File: src/sv/h2r_pkg.sv
// Shared types, constants and scaling helpers for the rainbow HSV to RGB converter.
// Depends on nothing; every other file of the block but h2r_if imports it.
package h2r_pkg;

   localparam int unsigned QUEUE_DEPTH = 2;

   // Ramp scale factors, given as k where the plain scale multiplies by k + 1.
   localparam logic [7:0] ONE_THIRD = 8'd85;
   localparam logic [7:0] TWO_THIRD = 8'd170;
   localparam logic [7:0] FULL_LVL  = 8'd255;

   // Work handed from the front to the back: the sector color and the
   // scale factors that the back still has to apply.
   typedef struct packed {
      logic [7:0] red;
      logic [7:0] green;
      logic [7:0] blue;
      logic       sat_full;
      logic [7:0] keep;
      logic [7:0] floor_lvl;
      logic       val_full;
      logic [7:0] lvl;
   } work_type;

   // Plain scale: (x * (k + 1)) >> 8.
   function automatic logic [7:0] scale_plain(input logic [7:0] x, input logic [7:0] k);
      logic [15:0] prod;
      prod = {8'd0, x} * ({8'd0, k} + 16'd1);
      return prod[15:8];
   endfunction

   // Video scale of a value by itself: ((x * x) >> 8) + 1 when x is nonzero.
   function automatic logic [7:0] square_video(input logic [7:0] x);
      logic [15:0] prod;
      prod = x * x;
      return prod[15:8] + {7'd0, (x != 8'd0)};
   endfunction

endpackage

File: src/sv/h2r_if.sv
// Valid/ready channel interfaces for the pixel request and response streams.
// Depends on nothing.
interface h2r_req_if;
   logic       valid;
   logic       ready;
   logic [7:0] hue;
   logic [7:0] saturation;
   logic [7:0] brightness;

   modport source (output valid, output hue, output saturation, output brightness,
                   input ready);
   modport sink   (input valid, input hue, input saturation, input brightness,
                   output ready);
endinterface

interface h2r_rsp_if;
   logic       valid;
   logic       ready;
   logic [7:0] red;
   logic [7:0] green;
   logic [7:0] blue;

   modport source (output valid, output red, output green, output blue, input ready);
   modport sink   (input valid, input red, input green, input blue, output ready);
endinterface

File: src/sv/h2r_front.sv
// Front end: accepts pixels, picks the rainbow sector and precomputes the scale factors.
// Depends on h2r_pkg and h2r_if.
module h2r_front (
   input  logic              clock,
   input  logic              reset,
   h2r_req_if.sink           req,
   output logic              push_valid,
   input  logic              push_ready,
   output h2r_pkg::work_type push_work
);
   import h2r_pkg::*;

   localparam logic [2:0] SEC_RED    = 3'd0;
   localparam logic [2:0] SEC_ORANGE = 3'd1;
   localparam logic [2:0] SEC_YELLOW = 3'd2;
   localparam logic [2:0] SEC_GREEN  = 3'd3;
   localparam logic [2:0] SEC_AQUA   = 3'd4;
   localparam logic [2:0] SEC_BLUE   = 3'd5;
   localparam logic [2:0] SEC_PURPLE = 3'd6;
   localparam logic [2:0] SEC_PINK   = 3'd7;

   logic       valid_ff, valid_in;
   work_type   work_ff, work_in;
   logic [7:0] ramp, one3, two3, desat;

   assign ramp  = {req.hue[4:0], 3'b000};
   assign one3  = scale_plain(ramp, ONE_THIRD);
   assign two3  = scale_plain(ramp, TWO_THIRD);
   assign desat = FULL_LVL - req.saturation;

   always_comb begin
      work_in = '0;
      unique case (req.hue[7:5])
         SEC_RED: begin
            work_in.red = 8'd255 - one3; work_in.green = one3; work_in.blue = 8'd0;
         end
         SEC_ORANGE: begin
            work_in.red = 8'd171; work_in.green = 8'd85 + one3; work_in.blue = 8'd0;
         end
         SEC_YELLOW: begin
            work_in.red = 8'd171 - two3; work_in.green = 8'd170 + one3;
            work_in.blue = 8'd0;
         end
         SEC_GREEN: begin
            work_in.red = 8'd0; work_in.green = 8'd255 - one3; work_in.blue = one3;
         end
         SEC_AQUA: begin
            work_in.red = 8'd0; work_in.green = 8'd171 - two3;
            work_in.blue = 8'd85 + two3;
         end
         SEC_BLUE: begin
            work_in.red = one3; work_in.green = 8'd0; work_in.blue = 8'd255 - one3;
         end
         SEC_PURPLE: begin
            work_in.red = 8'd85 + one3; work_in.green = 8'd0;
            work_in.blue = 8'd171 - one3;
         end
         SEC_PINK: begin
            work_in.red = 8'd170 + one3; work_in.green = 8'd0;
            work_in.blue = 8'd85 - one3;
         end
         default: begin
            work_in.red = 8'd0; work_in.green = 8'd0; work_in.blue = 8'd0;
         end
      endcase
      work_in.sat_full  = (req.saturation == FULL_LVL);
      work_in.floor_lvl = square_video(desat);
      work_in.keep      = FULL_LVL - square_video(desat);
      work_in.val_full  = (req.brightness == FULL_LVL);
      work_in.lvl       = square_video(req.brightness);
   end

   assign req.ready  = !valid_ff || push_ready;
   assign valid_in   = req.valid || (valid_ff && !push_ready);
   assign push_valid = valid_ff;
   assign push_work  = work_ff;

   always_ff @(posedge clock) begin
      if (reset) begin
         valid_ff <= 1'b0;
      end else begin
         valid_ff <= valid_in;
      end
   end

   always_ff @(posedge clock) begin
      if (req.valid && req.ready) begin
         work_ff <= work_in;
      end
   end

endmodule

File: src/sv/h2r_queue.sv
// Short FIFO of pending work between the front and the back of the converter.
// Depends on h2r_pkg.
module h2r_queue #(
   parameter int unsigned Depth = h2r_pkg::QUEUE_DEPTH
) (
   input  logic              clock,
   input  logic              reset,
   input  logic              push_valid,
   output logic              push_ready,
   input  h2r_pkg::work_type push_work,
   output logic              pop_valid,
   input  logic              pop_ready,
   output h2r_pkg::work_type pop_work
);
   import h2r_pkg::*;

   localparam int unsigned AddrW  = (Depth > 1) ? $clog2(Depth) : 1;
   localparam int unsigned CountW = $clog2(Depth + 1);
   localparam logic [AddrW-1:0]  LastAddr  = AddrW'(Depth - 1);
   localparam logic [CountW-1:0] FullCount = CountW'(Depth);

   work_type          mem [Depth];
   logic [AddrW-1:0]  wr_ptr_ff, wr_ptr_in, rd_ptr_ff, rd_ptr_in;
   logic [CountW-1:0] count_ff, count_in;
   logic              do_push, do_pop;

   assign pop_valid  = (count_ff != '0);
   assign push_ready = (count_ff != FullCount) || pop_ready;
   assign do_push    = push_valid && push_ready;
   assign do_pop     = pop_valid && pop_ready;
   assign pop_work   = mem[rd_ptr_ff];

   always_comb begin
      wr_ptr_in = wr_ptr_ff;
      rd_ptr_in = rd_ptr_ff;
      count_in  = count_ff;
      if (do_push) begin
         wr_ptr_in = (wr_ptr_ff == LastAddr) ? '0 : wr_ptr_ff + AddrW'(1);
      end
      if (do_pop) begin
         rd_ptr_in = (rd_ptr_ff == LastAddr) ? '0 : rd_ptr_ff + AddrW'(1);
      end
      if (do_push && !do_pop) begin
         count_in = count_ff + CountW'(1);
      end else if (do_pop && !do_push) begin
         count_in = count_ff - CountW'(1);
      end
   end

   always_ff @(posedge clock) begin
      if (reset) begin
         wr_ptr_ff <= '0;
         rd_ptr_ff <= '0;
         count_ff  <= '0;
      end else begin
         wr_ptr_ff <= wr_ptr_in;
         rd_ptr_ff <= rd_ptr_in;
         count_ff  <= count_in;
      end
   end

   always_ff @(posedge clock) begin
      if (do_push) begin
         mem[wr_ptr_ff] <= push_work;
      end
   end

endmodule

File: src/sv/h2r_back.sv
// Back end: applies desaturation, then brightness, and holds the result for the receiver.
// Depends on h2r_pkg and h2r_if.
module h2r_back (
   input  logic              clock,
   input  logic              reset,
   input  logic              pop_valid,
   output logic              pop_ready,
   input  h2r_pkg::work_type pop_work,
   h2r_rsp_if.source         rsp
);
   import h2r_pkg::*;

   logic       advance;
   logic       s1_valid_ff, out_valid_ff;
   logic [7:0] s1_red_ff, s1_green_ff, s1_blue_ff, s1_lvl_ff;
   logic [7:0] s1_red_in, s1_green_in, s1_blue_in;
   logic       s1_val_full_ff;
   logic [7:0] out_red_ff, out_green_ff, out_blue_ff;
   logic [7:0] out_red_in, out_green_in, out_blue_in;

   assign advance   = !out_valid_ff || rsp.ready;
   assign pop_ready = advance;

   // Desaturation: scale the color down and lift it by the floor; the sum stays in 8 bits.
   always_comb begin
      if (pop_work.sat_full) begin
         s1_red_in   = pop_work.red;
         s1_green_in = pop_work.green;
         s1_blue_in  = pop_work.blue;
      end else begin
         s1_red_in   = scale_plain(pop_work.red, pop_work.keep) + pop_work.floor_lvl;
         s1_green_in = scale_plain(pop_work.green, pop_work.keep) + pop_work.floor_lvl;
         s1_blue_in  = scale_plain(pop_work.blue, pop_work.keep) + pop_work.floor_lvl;
      end
   end

   always_comb begin
      if (s1_val_full_ff) begin
         out_red_in   = s1_red_ff;
         out_green_in = s1_green_ff;
         out_blue_in  = s1_blue_ff;
      end else begin
         out_red_in   = scale_plain(s1_red_ff, s1_lvl_ff);
         out_green_in = scale_plain(s1_green_ff, s1_lvl_ff);
         out_blue_in  = scale_plain(s1_blue_ff, s1_lvl_ff);
      end
   end

   always_ff @(posedge clock) begin
      if (reset) begin
         s1_valid_ff  <= 1'b0;
         out_valid_ff <= 1'b0;
      end else if (advance) begin
         s1_valid_ff  <= pop_valid;
         out_valid_ff <= s1_valid_ff;
      end
   end

   always_ff @(posedge clock) begin
      if (advance) begin
         s1_red_ff      <= s1_red_in;
         s1_green_ff    <= s1_green_in;
         s1_blue_ff     <= s1_blue_in;
         s1_val_full_ff <= pop_work.val_full;
         s1_lvl_ff      <= pop_work.lvl;
         out_red_ff     <= out_red_in;
         out_green_ff   <= out_green_in;
         out_blue_ff    <= out_blue_in;
      end
   end

   assign rsp.valid = out_valid_ff;
   assign rsp.red   = out_red_ff;
   assign rsp.green = out_green_ff;
   assign rsp.blue  = out_blue_ff;

endmodule

File: src/sv/hsv_to_rgb_rainbow.sv
// Top level of the 8-bit rainbow HSV to RGB pixel converter.
// Depends on h2r_pkg, h2r_if, h2r_front, h2r_queue and h2r_back.
//
// Usage:
//   Pixels arrive on the req channel (hue, saturation, brightness) and leave on
//   the rsp channel (red, green, blue), one response transaction per request
//   transaction, in order. There are no configuration registers.
// Throughput: one pixel per clock cycle as long as the receiver keeps ready high.
// Path: a pixel accepted on req is loaded into the front register, then written
//   into the queue, then passes the back pipeline (desaturation multiply, then
//   brightness multiply) before it appears on rsp. The multipliers, one per
//   register stage, set the depth of the back pipeline.
// Stalls: when the receiver holds ready low, the back pipeline freezes with its
//   result held on rsp; the queue between front and back keeps absorbing pixels
//   until it fills, and only then does req.ready fall.
// Reset: synchronous and active high; it empties the front register, the queue
//   and the back pipeline. No pixel is left pending, but the data registers are not reset.
module hsv_to_rgb_rainbow #(
   parameter int unsigned QueueDepth = h2r_pkg::QUEUE_DEPTH
) (
   input logic       clock,
   input logic       reset,
   h2r_req_if.sink   req,
   h2r_rsp_if.source rsp
);
   import h2r_pkg::*;

   logic     push_valid, push_ready, pop_valid, pop_ready;
   work_type push_work, pop_work;

   // Front: sector selection and scale factors.
   h2r_front u_front (
      .clock      (clock),
      .reset      (reset),
      .req        (req),
      .push_valid (push_valid),
      .push_ready (push_ready),
      .push_work  (push_work)
   );

   // Queue decoupling front stalls from back stalls.
   h2r_queue #(
      .Depth (QueueDepth)
   ) u_queue (
      .clock      (clock),
      .reset      (reset),
      .push_valid (push_valid),
      .push_ready (push_ready),
      .push_work  (push_work),
      .pop_valid  (pop_valid),
      .pop_ready  (pop_ready),
      .pop_work   (pop_work)
   );

   // Back: desaturation and brightness scaling, output register.
   h2r_back u_back (
      .clock     (clock),
      .reset     (reset),
      .pop_valid (pop_valid),
      .pop_ready (pop_ready),
      .pop_work  (pop_work),
      .rsp       (rsp)
   );

endmodule

File: src/flat_wrapper.sv
// flat-port wrapper written by rule: the top's interface ports become plain ports
module hsv_to_rgb_rainbow_flat import h2r_pkg::*;
#(
   parameter int unsigned QueueDepth = h2r_pkg::QUEUE_DEPTH
)
  (clock, reset, req_valid, req_hue, req_saturation, req_brightness, req_ready, rsp_valid, rsp_red, rsp_green, rsp_blue, rsp_ready);
  h2r_req_if req_i ();
  h2r_rsp_if rsp_i ();
  input logic clock;
  input logic reset;
  input wire logic [$bits(req_i.valid)-1:0] req_valid;
  input wire logic [$bits(req_i.hue)-1:0] req_hue;
  input wire logic [$bits(req_i.saturation)-1:0] req_saturation;
  input wire logic [$bits(req_i.brightness)-1:0] req_brightness;
  output wire logic [$bits(req_i.ready)-1:0] req_ready;
  output wire logic [$bits(rsp_i.valid)-1:0] rsp_valid;
  output wire logic [$bits(rsp_i.red)-1:0] rsp_red;
  output wire logic [$bits(rsp_i.green)-1:0] rsp_green;
  output wire logic [$bits(rsp_i.blue)-1:0] rsp_blue;
  input wire logic [$bits(rsp_i.ready)-1:0] rsp_ready;
  assign req_i.valid = req_valid;
  assign req_i.hue = req_hue;
  assign req_i.saturation = req_saturation;
  assign req_i.brightness = req_brightness;
  assign req_ready = req_i.ready;
  assign rsp_valid = rsp_i.valid;
  assign rsp_red = rsp_i.red;
  assign rsp_green = rsp_i.green;
  assign rsp_blue = rsp_i.blue;
  assign rsp_i.ready = rsp_ready;
  hsv_to_rgb_rainbow #(.QueueDepth(QueueDepth)) u_core (.clock(clock), .reset(reset), .req(req_i), .rsp(rsp_i));
endmodule
File: config.mk
export PLATFORM = sky130hd
export DESIGN_NAME = hsv_to_rgb_rainbow_flat
export DESIGN_NICKNAME = d
export VERILOG_FILES = /design/src/sv/h2r_pkg.sv /design/src/sv/h2r_if.sv /design/src/sv/h2r_front.sv /design/src/sv/h2r_queue.sv /design/src/sv/h2r_back.sv /design/src/sv/hsv_to_rgb_rainbow.sv /design/src/flat_wrapper.sv
export SDC_FILE = /design/constraint.sdc
export NUM_CORES = 1
export LEC_CHECK = 0
export BUFFER_PORTS_ARGS = -buffer_cell sky130_fd_sc_hd__clkbuf_2
export CAP_MARGIN = 10
export CORE_MARGIN = 3
export CORE_UTILIZATION = 35
export CTS_BUF_LIST = sky130_fd_sc_hd__clkbuf_8
export CTS_CLUSTER_DIAMETER = 80
export CTS_CLUSTER_SIZE = 28
export DETAILED_ROUTE_END_ITERATION = 10
export GPL_ROUTABILITY_DRIVEN = 0
export GPL_TIMING_DRIVEN = 1
export SLEW_MARGIN = 40
export SYNTH_ARGS = -nofsm -noshare
export SYNTH_HDL_FRONTEND = slang
export SYNTH_HIERARCHICAL = 1
export SYNTH_SLANG_ARGS = --single-unit
File: constraint.sdc
create_clock -name clock -period 11.4 [get_ports clock]
set_input_delay 0.57 -clock clock [delete_from_list [all_inputs] [get_ports clock]]
set_output_delay 0.57 -clock clock [all_outputs]
set_load 0.1 [all_outputs]
==> impl_metrics.csv <==
group,metric,value,unit
outcome,status,"finished clean",
grt,grt_max_degree,51,
synth,syn_avg_cell_area,9.83,µm²
sta,setup_violations,0,
place,place_ws,3300,ps
synth,synth_seq_cells,215,
clock_network,cts_tree,"done",
place,port_buffers,53,
sta,whs,194,ps
critical_path,worst-path-buf-inv,3,
grt,grt.overflow.total,0,
sta,drv_slew,0,
critical_path,reg2reg_slack,3430,ps
grt,use_met2,24.4,%
route,ant_nets,0,
route,vias,18000,
floorplan,top_level_ports,54,
clock_network,root_buffer,"clkbuf_8",
critical_path,cp.required,11670,ps
sta,min_period_over_period,69.9,%
critical_path,crit_fanout,49,
route,drt_iter0_drc,1018,
clock_network,h-tree-depth,1,
route,route.detailed.drc,0,
critical_path,crit_type,"reg -> reg",
floorplan,row_count,100,
cells_and_area,stdcell_area,0.0283,mm²
cells_and_area,final_common_cell,"inv_1",
grt,global_route.usage.met1,20.7,%
sta,report.final.hold_viol_count,0,
grt,met3_usage,1.38,%
cells_and_area,final_nets,3303,
cells_and_area,areaGrowthSynthToFinish,6.00,%
synth,syn_inst,2717,
floorplan,die_area,0.0797,mm²
synth,yosys_warnings,6,
cells_and_area,drive_gt1_share,7.77,%
clock_network,cts_hold_buf,0,
synth,syn-num-nets,3337,
sta,fin_ws,3430,ps
route,routed_wl,56500,µm
sta,tightestPinTransition,782,ps
critical_path,critical-path-max-stage-delay,590,ps
clock_network,clkSinkCount,215,
route,via_per_inst,4.92,
grt,grt_antenna_before_repair,0,
critical_path,crit_family,"adder cells",
sta,fmax,125,MHz
route,dr.pass1.iters,5,
clock_network,clkTransAtPathRegs,140,ps
floorplan,die_w,282,µm
synth,ys_seq_area_share,23.9,%
critical_path,worst_ep_arrival_time,8250,ps
clock_network,cts_made_buffers,17,
place,placed_cell_area,0.0279,mm²
grt,grt_busiest_layer,"met2",
sta,relSlewSlack,47.9,%
synth,ys.flop_type,"edfxtp_1",
sta,skew,90.6,ps
floorplan,die_h,282,µm
worst_hold_path,worst_hold_path_type,"in -> reg",
sta,rsz0062_at_grt,"false",
clock_network,post_cts.repair.setup_buffers,0,
sta,setup_tns,0,ps
clock_network,cts_resized,0,
run,maxCapViolations,0,
grt,grt_usage,14.5,%
floorplan,initial_core_util,35.6,%
sta,fin_crit,7970,ps
critical_path,crit_path_start_kind,"flip-flop",
grt,grt_pass1_vias,18400,
synth,synth_edf_count,207,
critical_path,endpoint_kind,"flip-flop",
grt,grt_pass1_wl,95300,µm
synth,synth-async-reset-ratio,0,%
clock_network,clock_path_buffers,3,
cells_and_area,fill_cells,7453,
synth,synth.distinct_cells,100,
cells_and_area,final_cell_mix,"inv_1, fa_1, ha_1",
place,hpwl,43200,µm
synth,syn_area,0.0267,mm²
clock_network,insertion_delay,600,ps
critical_path,slowest_stage,"ha_1",
route,wl_per_cell,15.4,µm
critical_path,critPathMostFrequentCell,"fa_1",
floorplan,coreArea,0.0751,mm²
-- sequential cells by signal (all words and copies together), names as in the netlist, 2 cells and up, named ones only --
name                       count
u_core/u_back/s1_red_ff        8
u_core/u_back/s1_green_ff      8
u_core/u_queue/mem           100
u_core/u_back/s1_blue_ff       8
u_core/u_queue/count_ff        2
u_core/u_back/rsp.red          8
u_core/u_front/push_work      50
u_core/u_back/rsp.blue         8
u_core/u_back/rsp.green        8
u_core/u_back/s1_lvl_ff        8
-- through the flow --
stage                     cells  utilization, %
after floorplan            2717               -
after global placement     3632            37.2
after detailed placement   3633            37.2
after CTS                  3660            37.7
after global routing       3660            37.7
final                      3661            37.7
-- worst reg2reg max path: stages (launching register included) --
cell and delay, ps:
dfxtp_2 350, buf_4 510, mux2_2 480, ha_1 590, and2_1 340, fa_1 450
fa_1 540, inv_1 50, fa_1 470, inv_1 60, fa_1 480, ha_1 320
a211oi_1 230, o31ai_1 110, a31oi_1 390, nor2b_1 110, nor2_1 130, xnor2_1 180
ha_1 280, a21o_1 170, a21oi_1 210, nor2b_1 70, o21a_1 180, o41a_1 330
xnor2_1 200, xnor2_1 170, o21bai_1 90, a22o_1 180
-- metal layers --
metal	up-vias	share of wire, %
met5	-	0
met4	0	1.9
met3	61	3.1
met2	281	47
met1	8827	48
li1	8841	-
-- layout make-up --
type | instances | area, µm² | area share [%]
Antenna cell | 1 | 2.50 | 0.00884
Clock buffer | 17 | 234 | 0.826
Clock inverter | 10 | 124 | 0.437
Inverter | 407 | 1530 | 5.39
Multi-Input combinational cell | 1966 | 18400 | 64.9
Sequential cell | 215 | 6380 | 22.5
Tap cell | 969 | 1210 | 4.28
Timing Repair Buffer | 76 | 450 | 1.59
-- cell usage after synthesis, drive strengths merged (52+ instances only) --
cell    count  area share, %
ha        296             14
and2      253            5.9
xnor2     102            3.4
fa        296             22
clkbuf     92            1.3
o21ai      81            1.5
edfxtp    207             23
mux2       60            2.5
inv       407            5.7
a21oi      77            1.5
nand2     260            3.7
nor2      103            1.4
xor2       52            1.7
-- kinds of logic after synthesis --
group / after synthesis / share of synthesized area [%]
AOI/OAI and AO/OA: 336 / 8.60
xor gates and xnor gates: 155 / 5.19
adders and majority gates: 593 / 36.1
buffers and inverters: 536 / 7.66
DFF: 215 / 23.9
muxes: 68 / 2.83
other: 1 / 0.0140
and+or+nand+nor: 813 / 15.8
-- final timing paths --
check	startpoint	end	depth (start not counted)
max reg2reg	flip-flop	u_core/u_back/s1_blue_ff[7]	27
min reg2reg	u_core/u_front/push_work[36]	u_core/u_queue/mem[1][36]	0
min	req_valid	u_core/u_front/push_valid	3
max	flip-flop	u_core/u_back/s1_blue_ff[7]	27
Power is left out: the tool's default activity adds up to more than one toggle a clock period on the data nets, which glitch-free logic cannot reach.
